--- src/hdl/grms_pkg.sv ---
package grms_pkg;

    localparam int VW           = 48;
    localparam int IW           = 32;
    localparam int PW           = 96;
    localparam int NW           = 128;
    localparam int QW           = 112;
    localparam int CW           = 16;
    localparam int BLEND_ITERS  = 49;
    localparam int PROD_ITERS   = 63;
    localparam int STRESS_ITERS = 112;

    localparam logic [1:0] REQ_UPDATE = 2'd0;
    localparam logic [1:0] REQ_SINGLE = 2'd1;
    localparam logic [1:0] REQ_QUERY  = 2'd2;

    localparam logic [VW-1:0] MAX48 = 48'h7FFF_FFFF_FFFF;
    localparam logic [VW-1:0] MIN48 = 48'h8000_0000_0000;
    localparam logic [QW-1:0] LIM_POS = QW'(MAX48);
    localparam logic [QW-1:0] LIM_NEG = QW'(MIN48);

    typedef enum logic [1:0] {ST_OK, ST_ZERO, ST_ABSENT, ST_SAT} st_t;
    typedef enum logic [1:0] {X_RHO, X_MOM, X_QV} xsrc_t;
    typedef enum logic [1:0] {M_PROD, M_PRHO, M_AB, M_RR} msel_t;
    typedef enum logic [1:0] {D_BLEND, D_PROD, D_STRESS} dsel_t;

    typedef enum logic [4:0] {
        S_IDLE, S_DISPATCH, S_SAMPLE, S_PMUL, S_PMUL_RUN, S_PDIV, S_PDIV_RUN,
        S_PSAT, S_RD, S_RDW, S_BDIV_RUN, S_WR, S_QRD, S_QCAP, S_QCHK,
        S_QMUL1, S_QMUL1_RUN, S_QMUL2, S_QMUL2_RUN, S_QMUL3, S_QMUL3_RUN,
        S_QDIV, S_QDIV_RUN, S_QFIN, S_DONE
    } state_t;

    typedef struct packed {
        logic       latch;
        logic [3:0] q;
        logic       qry;
        logic       load_x;
        xsrc_t      xsrc;
        logic       mul_start;
        msel_t      msel;
        logic       div_start;
        dsel_t      dsel;
        logic       prod_fin;
        logic       ram_wr;
        logic       cap_q;
        logic       cap_m1;
        logic       num_form;
        logic       stress_fin;
        logic       fin;
        st_t        code;
    } dp_cmd_t;

    typedef struct packed {
        logic [1:0] rt;
        logic [3:0] qi;
        logic [2:0] comp;
        logic       rho_zero;
        logic       qrho_zero;
        logic       mul_busy;
        logic       div_busy;
    } dp_stat_t;

    function automatic logic [1:0] comp_a(input logic [2:0] c);
        case (c)
            3'd4:    return 2'd1;
            3'd2:    return 2'd1;
            3'd5:    return 2'd2;
            default: return 2'd0;
        endcase
    endfunction

    function automatic logic [1:0] comp_b(input logic [2:0] c);
        case (c)
            3'd1:    return 2'd1;
            3'd2:    return 2'd1;
            3'd3:    return 2'd2;
            3'd4:    return 2'd2;
            3'd5:    return 2'd2;
            default: return 2'd0;
        endcase
    endfunction

    function automatic logic [VW-1:0] mag48(input logic [VW-1:0] v);
        return v[VW-1] ? VW'(-v) : v;
    endfunction

endpackage

--- src/hdl/grms_ctrl.sv ---
module grms_ctrl import grms_pkg::*; #(
    parameter int DIMS   = 3,
    parameter int NQUANT = 10,
    parameter int NCOMP  = 6
) (
    input  logic     clk,
    input  logic     rst_n,
    input  logic     start,
    output logic     busy,
    output logic     done,
    input  dp_stat_t stat,
    output dp_cmd_t  cmd
);

    state_t     state_reg, state_next;
    logic [3:0] q_reg, q_next;

    always_ff @(posedge clk or negedge rst_n)
    begin
        if (!rst_n)
        begin
            state_reg <= S_IDLE;
            q_reg     <= '0;
        end
        else
        begin
            state_reg <= state_next;
            q_reg     <= q_next;
        end
    end

    always_comb
    begin
        cmd        = '0;
        cmd.q      = q_reg;
        state_next = state_reg;
        q_next     = q_reg;
        done       = 1'b0;
        case (state_reg)
            S_IDLE:
            begin
                if (start)
                begin
                    cmd.latch  = 1'b1;
                    state_next = S_DISPATCH;
                end
            end
            S_DISPATCH:
            begin
                case (stat.rt)
                    REQ_UPDATE:
                    begin
                        if (stat.rho_zero)
                        begin
                            cmd.fin    = 1'b1;
                            cmd.code   = ST_ZERO;
                            state_next = S_DONE;
                        end
                        else
                        begin
                            q_next     = '0;
                            state_next = S_SAMPLE;
                        end
                    end
                    REQ_SINGLE:
                    begin
                        if (stat.qi >= 4'(NQUANT))
                        begin
                            cmd.fin    = 1'b1;
                            cmd.code   = ST_ABSENT;
                            state_next = S_DONE;
                        end
                        else
                        begin
                            q_next     = stat.qi;
                            cmd.load_x = 1'b1;
                            cmd.xsrc   = X_QV;
                            state_next = S_RD;
                        end
                    end
                    REQ_QUERY:
                    begin
                        if (stat.comp >= 3'(NCOMP))
                        begin
                            cmd.fin    = 1'b1;
                            cmd.code   = ST_ABSENT;
                            state_next = S_DONE;
                        end
                        else
                        begin
                            q_next     = '0;
                            state_next = S_QRD;
                        end
                    end
                    default:
                    begin
                        cmd.fin    = 1'b1;
                        cmd.code   = ST_ABSENT;
                        state_next = S_DONE;
                    end
                endcase
            end
            S_SAMPLE:
            begin
                if (q_reg == '0)
                begin
                    cmd.load_x = 1'b1;
                    cmd.xsrc   = X_RHO;
                    state_next = S_RD;
                end
                else if (q_reg <= 4'(DIMS))
                begin
                    cmd.load_x = 1'b1;
                    cmd.xsrc   = X_MOM;
                    state_next = S_RD;
                end
                else
                begin
                    state_next = S_PMUL;
                end
            end
            S_PMUL:
            begin
                cmd.mul_start = 1'b1;
                cmd.msel      = M_PROD;
                state_next    = S_PMUL_RUN;
            end
            S_PMUL_RUN:
            begin
                if (!stat.mul_busy)
                begin
                    state_next = S_PDIV;
                end
            end
            S_PDIV:
            begin
                cmd.div_start = 1'b1;
                cmd.dsel      = D_PROD;
                state_next    = S_PDIV_RUN;
            end
            S_PDIV_RUN:
            begin
                if (!stat.div_busy)
                begin
                    state_next = S_PSAT;
                end
            end
            S_PSAT:
            begin
                cmd.prod_fin = 1'b1;
                state_next   = S_RD;
            end
            S_RD:
            begin
                state_next = S_RDW;
            end
            S_RDW:
            begin
                cmd.div_start = 1'b1;
                cmd.dsel      = D_BLEND;
                state_next    = S_BDIV_RUN;
            end
            S_BDIV_RUN:
            begin
                if (!stat.div_busy)
                begin
                    state_next = S_WR;
                end
            end
            S_WR:
            begin
                cmd.ram_wr = 1'b1;
                if (stat.rt == REQ_UPDATE && q_reg != 4'(NQUANT - 1))
                begin
                    q_next     = q_reg + 4'd1;
                    state_next = S_SAMPLE;
                end
                else
                begin
                    cmd.fin    = 1'b1;
                    cmd.code   = ST_OK;
                    state_next = S_DONE;
                end
            end
            S_QRD:
            begin
                cmd.qry    = 1'b1;
                state_next = S_QCAP;
            end
            S_QCAP:
            begin
                cmd.qry   = 1'b1;
                cmd.cap_q = 1'b1;
                if (q_reg == 4'd3)
                begin
                    state_next = S_QCHK;
                end
                else
                begin
                    q_next     = q_reg + 4'd1;
                    state_next = S_QRD;
                end
            end
            S_QCHK:
            begin
                if (stat.qrho_zero)
                begin
                    cmd.fin    = 1'b1;
                    cmd.code   = ST_ZERO;
                    state_next = S_DONE;
                end
                else
                begin
                    state_next = S_QMUL1;
                end
            end
            S_QMUL1:
            begin
                cmd.mul_start = 1'b1;
                cmd.msel      = M_PRHO;
                state_next    = S_QMUL1_RUN;
            end
            S_QMUL1_RUN:
            begin
                if (!stat.mul_busy)
                begin
                    state_next = S_QMUL2;
                end
            end
            S_QMUL2:
            begin
                cmd.cap_m1    = 1'b1;
                cmd.mul_start = 1'b1;
                cmd.msel      = M_AB;
                state_next    = S_QMUL2_RUN;
            end
            S_QMUL2_RUN:
            begin
                if (!stat.mul_busy)
                begin
                    state_next = S_QMUL3;
                end
            end
            S_QMUL3:
            begin
                cmd.num_form  = 1'b1;
                cmd.mul_start = 1'b1;
                cmd.msel      = M_RR;
                state_next    = S_QMUL3_RUN;
            end
            S_QMUL3_RUN:
            begin
                if (!stat.mul_busy)
                begin
                    state_next = S_QDIV;
                end
            end
            S_QDIV:
            begin
                cmd.div_start = 1'b1;
                cmd.dsel      = D_STRESS;
                state_next    = S_QDIV_RUN;
            end
            S_QDIV_RUN:
            begin
                if (!stat.div_busy)
                begin
                    state_next = S_QFIN;
                end
            end
            S_QFIN:
            begin
                cmd.stress_fin = 1'b1;
                cmd.fin        = 1'b1;
                cmd.code       = ST_OK;
                state_next     = S_DONE;
            end
            S_DONE:
            begin
                done       = 1'b1;
                state_next = S_IDLE;
            end
            default:
            begin
                state_next = S_IDLE;
            end
        endcase
    end

    assign busy = (state_reg != S_IDLE);

endmodule

--- config.mk ---
export PLATFORM = sky130hd
export DESIGN_NAME = grms_ctrl
export DESIGN_NICKNAME = d
export VERILOG_FILES = /design/src/hdl/grms_pkg.sv /design/src/hdl/grms_ctrl.sv
export SDC_FILE = /design/constraint.sdc
export NUM_CORES = 1
export LEC_CHECK = 0
export ABC_AREA = 1
export BUFFER_PORTS_ARGS = -buffer_cell sky130_fd_sc_hd__buf_2
export CAP_MARGIN = 5
export CELL_PAD_IN_SITES_DETAIL_PLACEMENT = 1
export CELL_PAD_IN_SITES_GLOBAL_PLACEMENT = 2
export CORE_ASPECT_RATIO = 1.4
export CORE_MARGIN = 2
export CORE_UTILIZATION = 27
export CTS_CLUSTER_DIAMETER = 80
export CTS_CLUSTER_SIZE = 14
export DETAILED_ROUTE_END_ITERATION = 12
export PLACE_DENSITY = 0.94
export SETUP_SLACK_MARGIN = 0.05
export SLEW_MARGIN = 20
export SYNTH_ARGS = -nofsm -noshare
export SYNTH_HDL_FRONTEND = slang
export SYNTH_SLANG_ARGS = --single-unit
--- constraint.sdc ---
create_clock -name clk -period 2.5 [get_ports clk]
set_clock_uncertainty 0.2 [all_clocks]
set_input_delay 0.125 -clock clk [delete_from_list [all_inputs] [get_ports clk]]
set_output_delay 0.125 -clock clk [all_outputs]
set_load 0.01 [all_outputs]
=== Word level (Yosys, flattened, before mapping) ===
Cells that the tools add are included.

* Bits in registers: 9
* Bits of input ports: 16
* Output and inout port bits: 26
* Word-level logic and storage cells: 106

* Add/sub/neg operators: 1
* Order comparisons: 3
* Equality and inequality tests: 42
* Mux-type cells: 49
* Reduce and logical (&&, ||, !) cells: 9

{| class="wikitable"
|+ Operators by type and width
! operator !! number
|-
| 5-bit case mux with 24 select lines || 1
|-
| 5-bit 2-to-1 mux || 14
|-
| 5-bit equality test (second input constant) || 9
|-
| 5-bit by 4-bit equality test with 1-bit output (second input constant) || 8
|-
| 3-bit 2-to-1 mux || 9
|-
| 4-bit 2-to-1 mux || 6
|-
| 3-bit case mux with 4 select lines || 2
|-
| 4-bit case mux with 3 select lines || 2
|-
| 5-bit by 3-bit equality test with 1-bit output (second input constant) || 4
|-
| 2-bit inequality test (second input constant) || 10
|-
| 3-bit case mux with 3 select lines || 2
|-
| 5-bit case mux with 3 select lines || 1
|-
| 5-bit by 2-bit equality test with 1-bit output (second input constant) || 2
|-
| 1-bit 2-to-1 mux || 10
|-
| 3-bit inequality test (second input constant) || 3
|-
| 8-bit AND reduction || 1
|-
| 7-bit AND reduction || 1
|-
| 3-bit case mux with 2 select lines || 1
|-
| 5-bit by 1-bit equality test with 1-bit output (second input constant) || 1
|-
| 5-bit logical NOT || 1
|-
| 5-bit nonzero test || 1
|-
| 4-bit by 1-bit adder with 4-bit output (second input constant) || 1
|-
| 4-bit by 2-bit equality test with 1-bit output (second input constant) || 1
|-
| 4-bit >= comparator (second input constant) || 1
|-
| other kinds (12) || 12
|}

=== Longest topological paths before layout ===
Gate-level depths: netlist of run 1.

* Word-level depth: 4
* Depth in mapped cells: 10
* Mapped depth without buffers: 10

=== Worst setup path after synthesis of run 1 ===
Ideal clock, no wire load.

* Path type: flip-flop to flip-flop
* From: register q_reg[1]
* To: register q_reg[0]
* Library setup time: 0.118 ns
* Arrival: 1.238 ns
* Data required time: 2.182 ns
* Slack: 0.944 ns
* Stages on the path, launching flop included: 11
* Buffers on the path: 0
* Period minus slack after synthesis: 1.556 ns
* Path through: dfrtp_1 -> inv_1 -> ha_1 -> nand3b_1 -> nand2_1 -> nand2_2 -> nand2_1 -> inv_2 -> nand3_2 -> nand2_1 -> nand2_1

* Longest elaborated chain between the ends: 4
* Elaborated cells between the ends (all ways): 6
* Classes of those cells: eq/ne (4); reduce/logical (2)

{| class="wikitable"
|+ Ends and longest elaborated chain
! item !! RTL line !! text
|-
| start, declared || grms_ctrl.sv:16 || <nowiki>logic [3:0] q_reg, q_next;</nowiki>
|-
| start signal, assigned || grms_ctrl.sv:28 || <nowiki>q_reg <= q_next;</nowiki>
|-
| 4-bit inequality test || grms_ctrl.sv:173 || <nowiki>if (stat.rt == REQ_UPDATE && q_reg != 4'(NQUANT - 1))</nowiki>
|-
| 1-bit logical AND || grms_ctrl.sv:173 ||
|-
| 2-bit inequality test (no source line) || - ||
|-
| 7-bit AND reduction (no source line) * || - ||
|}

Every way passes the cells marked *; elsewhere a longest branch is shown, timed or not.
A chain may end at the register's enable or synchronous reset.

==> results.yml, run 1 <==
final_layout:
  final_common_cell: "nand2_1"
  area_growth_pct: 27.10
  final_cell_mix: "44 x nand2_1, 40 x buf_2, 25 x inv_1"
  instances_no_fill: 289
  largest_reg_flops: 5
  antenna_cells: 0
  final_area_um2: 1514
  layout-drive-gt1-share: 0.3275
  nets: 253
setup_path:
  critPathArrivalTime_ns: 1.62
  crit_path_top_delay_cell: "dfrtp_1"
  required_ns: 2.17
  critPathKind: "reg2out"
  cp_max_fo: 7
  crit_chain: "inv_1 -> ha_1 -> nand3b_1 -> nand2_1 -> nand2_2 -> nand2_1 -> inv_2 -> nand4_1 -> buf_2"
  cp-start-kind: "flip-flop"
  cpMostUsedCell: "nand2_1"
  crit_path_max_incr_delay_ns: 0.42
  worstSetupEndpointType: "primary output"
  reg2reg_depth: 10
detailed_routing:
  routed_wl_um: 3374
  drt_iter0_drc: 26
  drc: 0
  wl_per_cell_um: 11.67
  vias: 1313
  detail-route-antenna-nets: 0
  vias_per_cell: 4.543
  firstDrtPassIters: 4
clock_tree:
  cts_resized: 0
  cts_buffers: 3
  htree_levels: 1
  clk_pin_slew_worst_paths_ns: 0.05
  cts_tree: "done"
  clkLatencyLatePin_ns: 0.24
  clock_path_buffers: 2
  cts-root-buf: "clkbuf_8"
  cts_sinks: 9
synthesis:
  yosys.area.top_type: "dfrtp_1"
  synth-seq-cells: 9
  synth_warnings: 0
  synth.avg_cell_area_um2: 6.439
  synth-compound-area-share: 0.07353
  synth_fa_ha_area_frac: 0.07353
  synth_top_area_frac: 0.1891
  syn_inst: 185
  synthXorXnorAreaFrac: 0.007353
  synth_area_um2: 1191
  synthSimpleGateAreaFrac: 0.5410
  seq_area_frac_synth: 0.1891
  ys_top_cells_by_area: "dfrtp_1 19%, nand2_1 14%, inv_1 7.9%"
  synthesis.nets: 208
  synth_mux_area_frac: 0
  synth_cell_types: 27
  synth_top_family_by_area: "simple AND/OR/NAND/NOR gates"
power_and_ir_drop:
  switchingPower_w: 0.0007384
  internal-power_w: 0.0006140
  power_density_nw_per_um2: 893.3
  p_leak_nw: 0.8813
  pwr-share-seq: 0.243
  netSwitchingFraction: 0.5460
  comb_power_share: 0.631
  ir_drop_v: 0.0002044
  power.share.clock: 0.126
floorplanning:
  coreArea_um2: 4239
  chipWidth_um: 60.14
  rows: 28
  initial_core_util: 0.2810
  num_io_pins: 42
  die_y_um: 82.59
  die_area_um2: 4967
hold_path:
  hold-path-cell-count: 4
  hp-class: "in2reg"
sta:
  finalHoldViolCount: 0
  rsz0062_at_grt: "false"
  setup_viol_count_final: 0
  fin_crit_ns: 1.947
  max_slew_margin: 0.7299
  setup_tns_ns: 0
  maxClockFrequency_mhz: 513.6
  timing.final.max_slew_violations: 0
  period_share: 0.7789
  tightestPinTransition_ns: 0.4009
global_routing:
  grt_max_degree: 11
  grt_first_pass_wirelength_um: 5768
  antenna_found_initial: 0
  grt.total_usage: 0.1540
  grt.overflow.total: 0
  grt_pass1_vias: 1275
status:
  status: "finished, final reports clean"
placed_design:
  hpwl_um: 2961
  placed_cell_area_um2: 1459
  dpl.cell_count: 284
  io_buffers: 40
  gp_congestion: 0.8369
flow_run:
  max_cap_viol_count: 0
## cell usage after synthesis (all sizes together)
cell type and number:
o21ai 6, nand4 9, nor4 1, inv 32, ha 7, dfrtp 9, nand3b 2, or2 1
nor2 27, a21oi 4, o211ai 3, nor3 5, xor2 1, o31ai 2, and3 1, clkinv 1
nand2 54, nand3 19, buf 1
## area by class of cell
class	count	area, um2
Clock buffer	4	45.04
Fill cell	584	2725
Inverter	33	130.1
Multi-Input combinational cell	142	828.3
Sequential cell	9	225.2
Tap cell	60	75.07
Timing Repair Buffer	41	210.2
## layer usage
metal	vias to the layer above	GRT usage	wire length, um
met5	-	0	0
met4	0	0.06000	56
met3	4	0.01246	96
met2	26	0.2880	1801
met1	596	0.1756	1419
li1	687	-	-
## power groups by stage
stage	logic (W)	registers, W	clock network, W
floorplan	0.000640	0.000304	0
global placement	0.000850	0.000329	0
detailed placement	0.000864	0.000331	0
CTS	0.000871	0.000329	0.000174
global route	0.000978	0.000345	0.000183
finish	0.000853	0.000329	0.000170
## worst max-delay path, delay by kind of cell (launching register included)
family | cells | cell delay (ns)
adder cells (fa/ha/maj) | 1 | 0.18
buffers and inverters | 3 | 0.37
flip-flops | 1 | 0.42
AND/OR/NAND/NOR | 5 | 0.42
## logic make-up (layout without fill, tap and decap cells)
logic type,count (synthesis),after routing
buf+inv,34,78
compound gates,15,15
simple gates,119,119
fa+ha+maj,7,7
xor+xnor,1,1
flops,9,9
## path summary, 6_finish.rpt
path | to | from | slack (ns)
setup / recovery | cmd[2] | q_reg[1] | 0.55
hold / removal | state_reg[2] | stat[5] | 0.008
setup reg to reg | q_reg[3] | q_reg[1] | 0.81
hold reg to reg | q_reg[1] | q_reg[1] | 0.39
max in group asynchronous | q_reg[2] | rst_n | 1.85
min in group asynchronous | state_reg[1] | rst_n | 0.07
## stage by stage
stage                       util  setup slack (ns)  hold WS, ns  power (W)
final                     0.3571            0.5528     0.007517   0.001352
after global routing      0.3571            0.3984      0.04080   0.001506
after CTS                 0.3571            0.5096     0.004700   0.001375
after detailed placement  0.3442            0.7572      -0.2129   0.001195
after global placement    0.3442            0.7608      -0.2159   0.001179
after floorplan                -            0.9438      -0.3706  0.0009440
## timing repair
action,in CTS,in global routing
hold buffers,1,0
endpoints found under the setup margin,0,0
hold endpoints to repair,9,0
setup buffers,0,0
(Power assumes the default switching activity.)
==> run 2, diff against run 1 <==
Settings changed: CORE_UTILIZATION 27 to 23, PLACE_DENSITY 0.94 to 0.86.
Clock period 2.5 ns to 1.57 ns, I/O delays scaled along.
==> results.yml, run 2 (same netlist as run 1, synthesis figures left out) <==
final_layout:
  final_common_cell: "buf_4"
  final_area_um2: 2431
  layout-drive-gt1-share: 0.6565
  antenna_cells: 0
  largest_reg_flops: 5
  utilization: 0.4785
  nets: 318
  final_cell_mix: "41 x buf_4, 35 x buf_2, 28 x nand2_1"
  nFillCells: 634
  area_growth_pct: 104.1
clock_tree:
  htree_levels: 1
  cts_buffers: 3
  cts-root-buf: "clkbuf_8"
  cts_tree: "done"
  cts_sinks: 9
  clkLatencyLatePin_ns: 0.24
  clk_pin_slew_worst_paths_ns: 0.05
  clock_path_buffers: 2
hold_path:
  hp-class: "in2async"
floorplanning:
  rows: 31
  chipWidth_um: 64.82
  die_y_um: 89.15
  num_io_pins: 42
  coreArea_um2: 5081
  die_area_um2: 5779
  initial_core_util: 0.2344
power_and_ir_drop:
  ir_drop_v: 0.0003590
  internal-power_w: 0.001914
  p_leak_nw: 1.288
  netSwitchingFraction: 0.5041
  switchingPower_w: 0.001946
  pwr-share-seq: 0.136
  power_density_nw_per_um2: 1588
  power.share.clock: 0.073
  comb_power_share: 0.792
global_routing:
  grt.total_usage: 0.1901
  antenna_found_initial: 0
  grt_first_pass_wirelength_um: 8314
  grt.overflow.total: 0
  grt_pass1_vias: 1764
  grt_max_degree: 10
setup_path:
  worstSetupEndpointType: "primary output"
  cp_top_family: "simple AND/OR/NAND/NOR gates"
  crit_path_top_delay_cell: "dfrtp_2"
  reg2reg_depth: 9
  crit_path_max_incr_delay_ns: 0.47
  timing.critical_path.depth: 8
  cp.buffers_inverters: 4
  critPathArrivalTime_ns: 1.58
  cp-startpoint: "state_reg[2]"
  r2r_start: "state_reg[2]"
  reg2reg_to: "state_reg[0]"
  critPathKind: "reg2out"
  cp-start-kind: "flip-flop"
  required_ns: 1.29
  crit_path_end: "cmd[2]"
  cp_max_fo: 6
  rrSetupSlack_ns: -0.26
  crit_chain: "inv_4 -> buf_6 -> nor2_4 -> nand2_2 -> nor2_2 -> inv_2 -> nand4_1 -> buf_2"
sta:
  period_share: 1.184
  finalHoldViolCount: 0
  maxClockFrequency_mhz: 537.8
  tightestPinTransition_ns: 0.3937
  max_slew_margin: 0.7348
  timing.final.max_slew_violations: 0
  setup_viol_count_final: 30
  setup_ws_ns: -0.2895
  rsz0062_at_grt: "true"
  fin_crit_ns: 1.860
detailed_routing:
  detail-route-antenna-nets: 0
  drc: 0
  routed_wl_um: 5955
  vias: 1701
  drt_iter0_drc: 62
  vias_per_cell: 4.725
  wl_per_cell_um: 16.54
  firstDrtPassIters: 3
placed_design:
  gp_congestion: 0.7495
  placed_cell_area_um2: 1652
  io_buffers: 40
  hpwl_um: 3395
flow_run:
  max_cap_viol_count: 0
status:
  violations: "negative setup slack"
  status: "finished, violations left"
[run 2: changes by cell type in the layout (fill, tap and decap cells not counted), moves of 7 or more]
cell     change
buf_6       +26
dfrtp_2      +7
dfrtp_1      -7
nand2_1     -16
nor2_4       +7
nor2_1       -9
nand2_2      +7
buf_4       +41
inv_1        -7
nand2_4      +7
[run 2: how the worst min path moves through the flow]
stage / from / endpoint / slack (ns) / cells past startpoint
6_report: rst_n / state_reg[0] / 0.03 / 2
5_1_grt: rst_n / state_reg[0] / 0.07 / 2
4_1_cts: rst_n / state_reg[0] / 0.04 / 2
3_5_place_dp: rst_n / state_reg[0] / -0.25 / 1
3_3_place_gp: rst_n / q_reg[3] / -0.25 / 1
2_1_floorplan: rst_n / q_reg[0] / -0.42 / 0
[run 2: metal layers]
metal,part of all wire,vias to the layer above,wire (um),global-route usage
met3,0.022,23,133,0.02015
met1,0.37,819,2182,0.1843
li1,-,814,-,-
met2,0.56,45,3323,0.3777
met5,0,-,0,0
met4,0.053,0,315,0.1199
[run 2: power groups by stage]
stage               registers (W)  clock network [W]  logic (W)
floorplan                0.000490                  0    0.00103
global placement         0.000460                  0    0.00173
detailed placement       0.000467                  0    0.00177
CTS                      0.000486           0.000282    0.00240
global route             0.000535           0.000295    0.00325
finish                   0.000524           0.000281    0.00306
[run 2: final cells by class]
type | count | area, um2 | area share
Timing Repair Buffer | 106 | 815.8 | 0.3356
Tap cell | 66 | 82.58 | 0.03397
Multi-Input combinational cell | 142 | 1115 | 0.4586
Sequential cell | 9 | 234.0 | 0.09624
Inverter | 33 | 138.9 | 0.05713
Clock buffer | 4 | 45.04 | 0.01853
[run 2: through the flow]
step           worst slack, ns  total power, W  setup TNS (ns)  hold WS [ns]  std cells
2_1_floorplan          0.05958        0.001519               0       -0.4171        185
3_3_place_gp          -0.05782        0.002195         -0.1883       -0.2529        314
3_5_place_dp          -0.06557        0.002237         -0.3390       -0.2512        314
4_1_cts                -0.1605        0.003170          -1.920       0.03504        350
5_1_grt                -0.3366        0.004083          -5.481       0.07468        360
6_report               -0.2895        0.003861          -3.960       0.02519        360
[run 2: repair_timing]
action                                 4_1_cts  5_1_grt
setup endpoints to repair                   30       31
hold buffers                                 4        0
buffers inserted                            29       11
pin swaps                                   27       32
endpoints found under the hold margin       11        0
gates resized for setup                     52       58
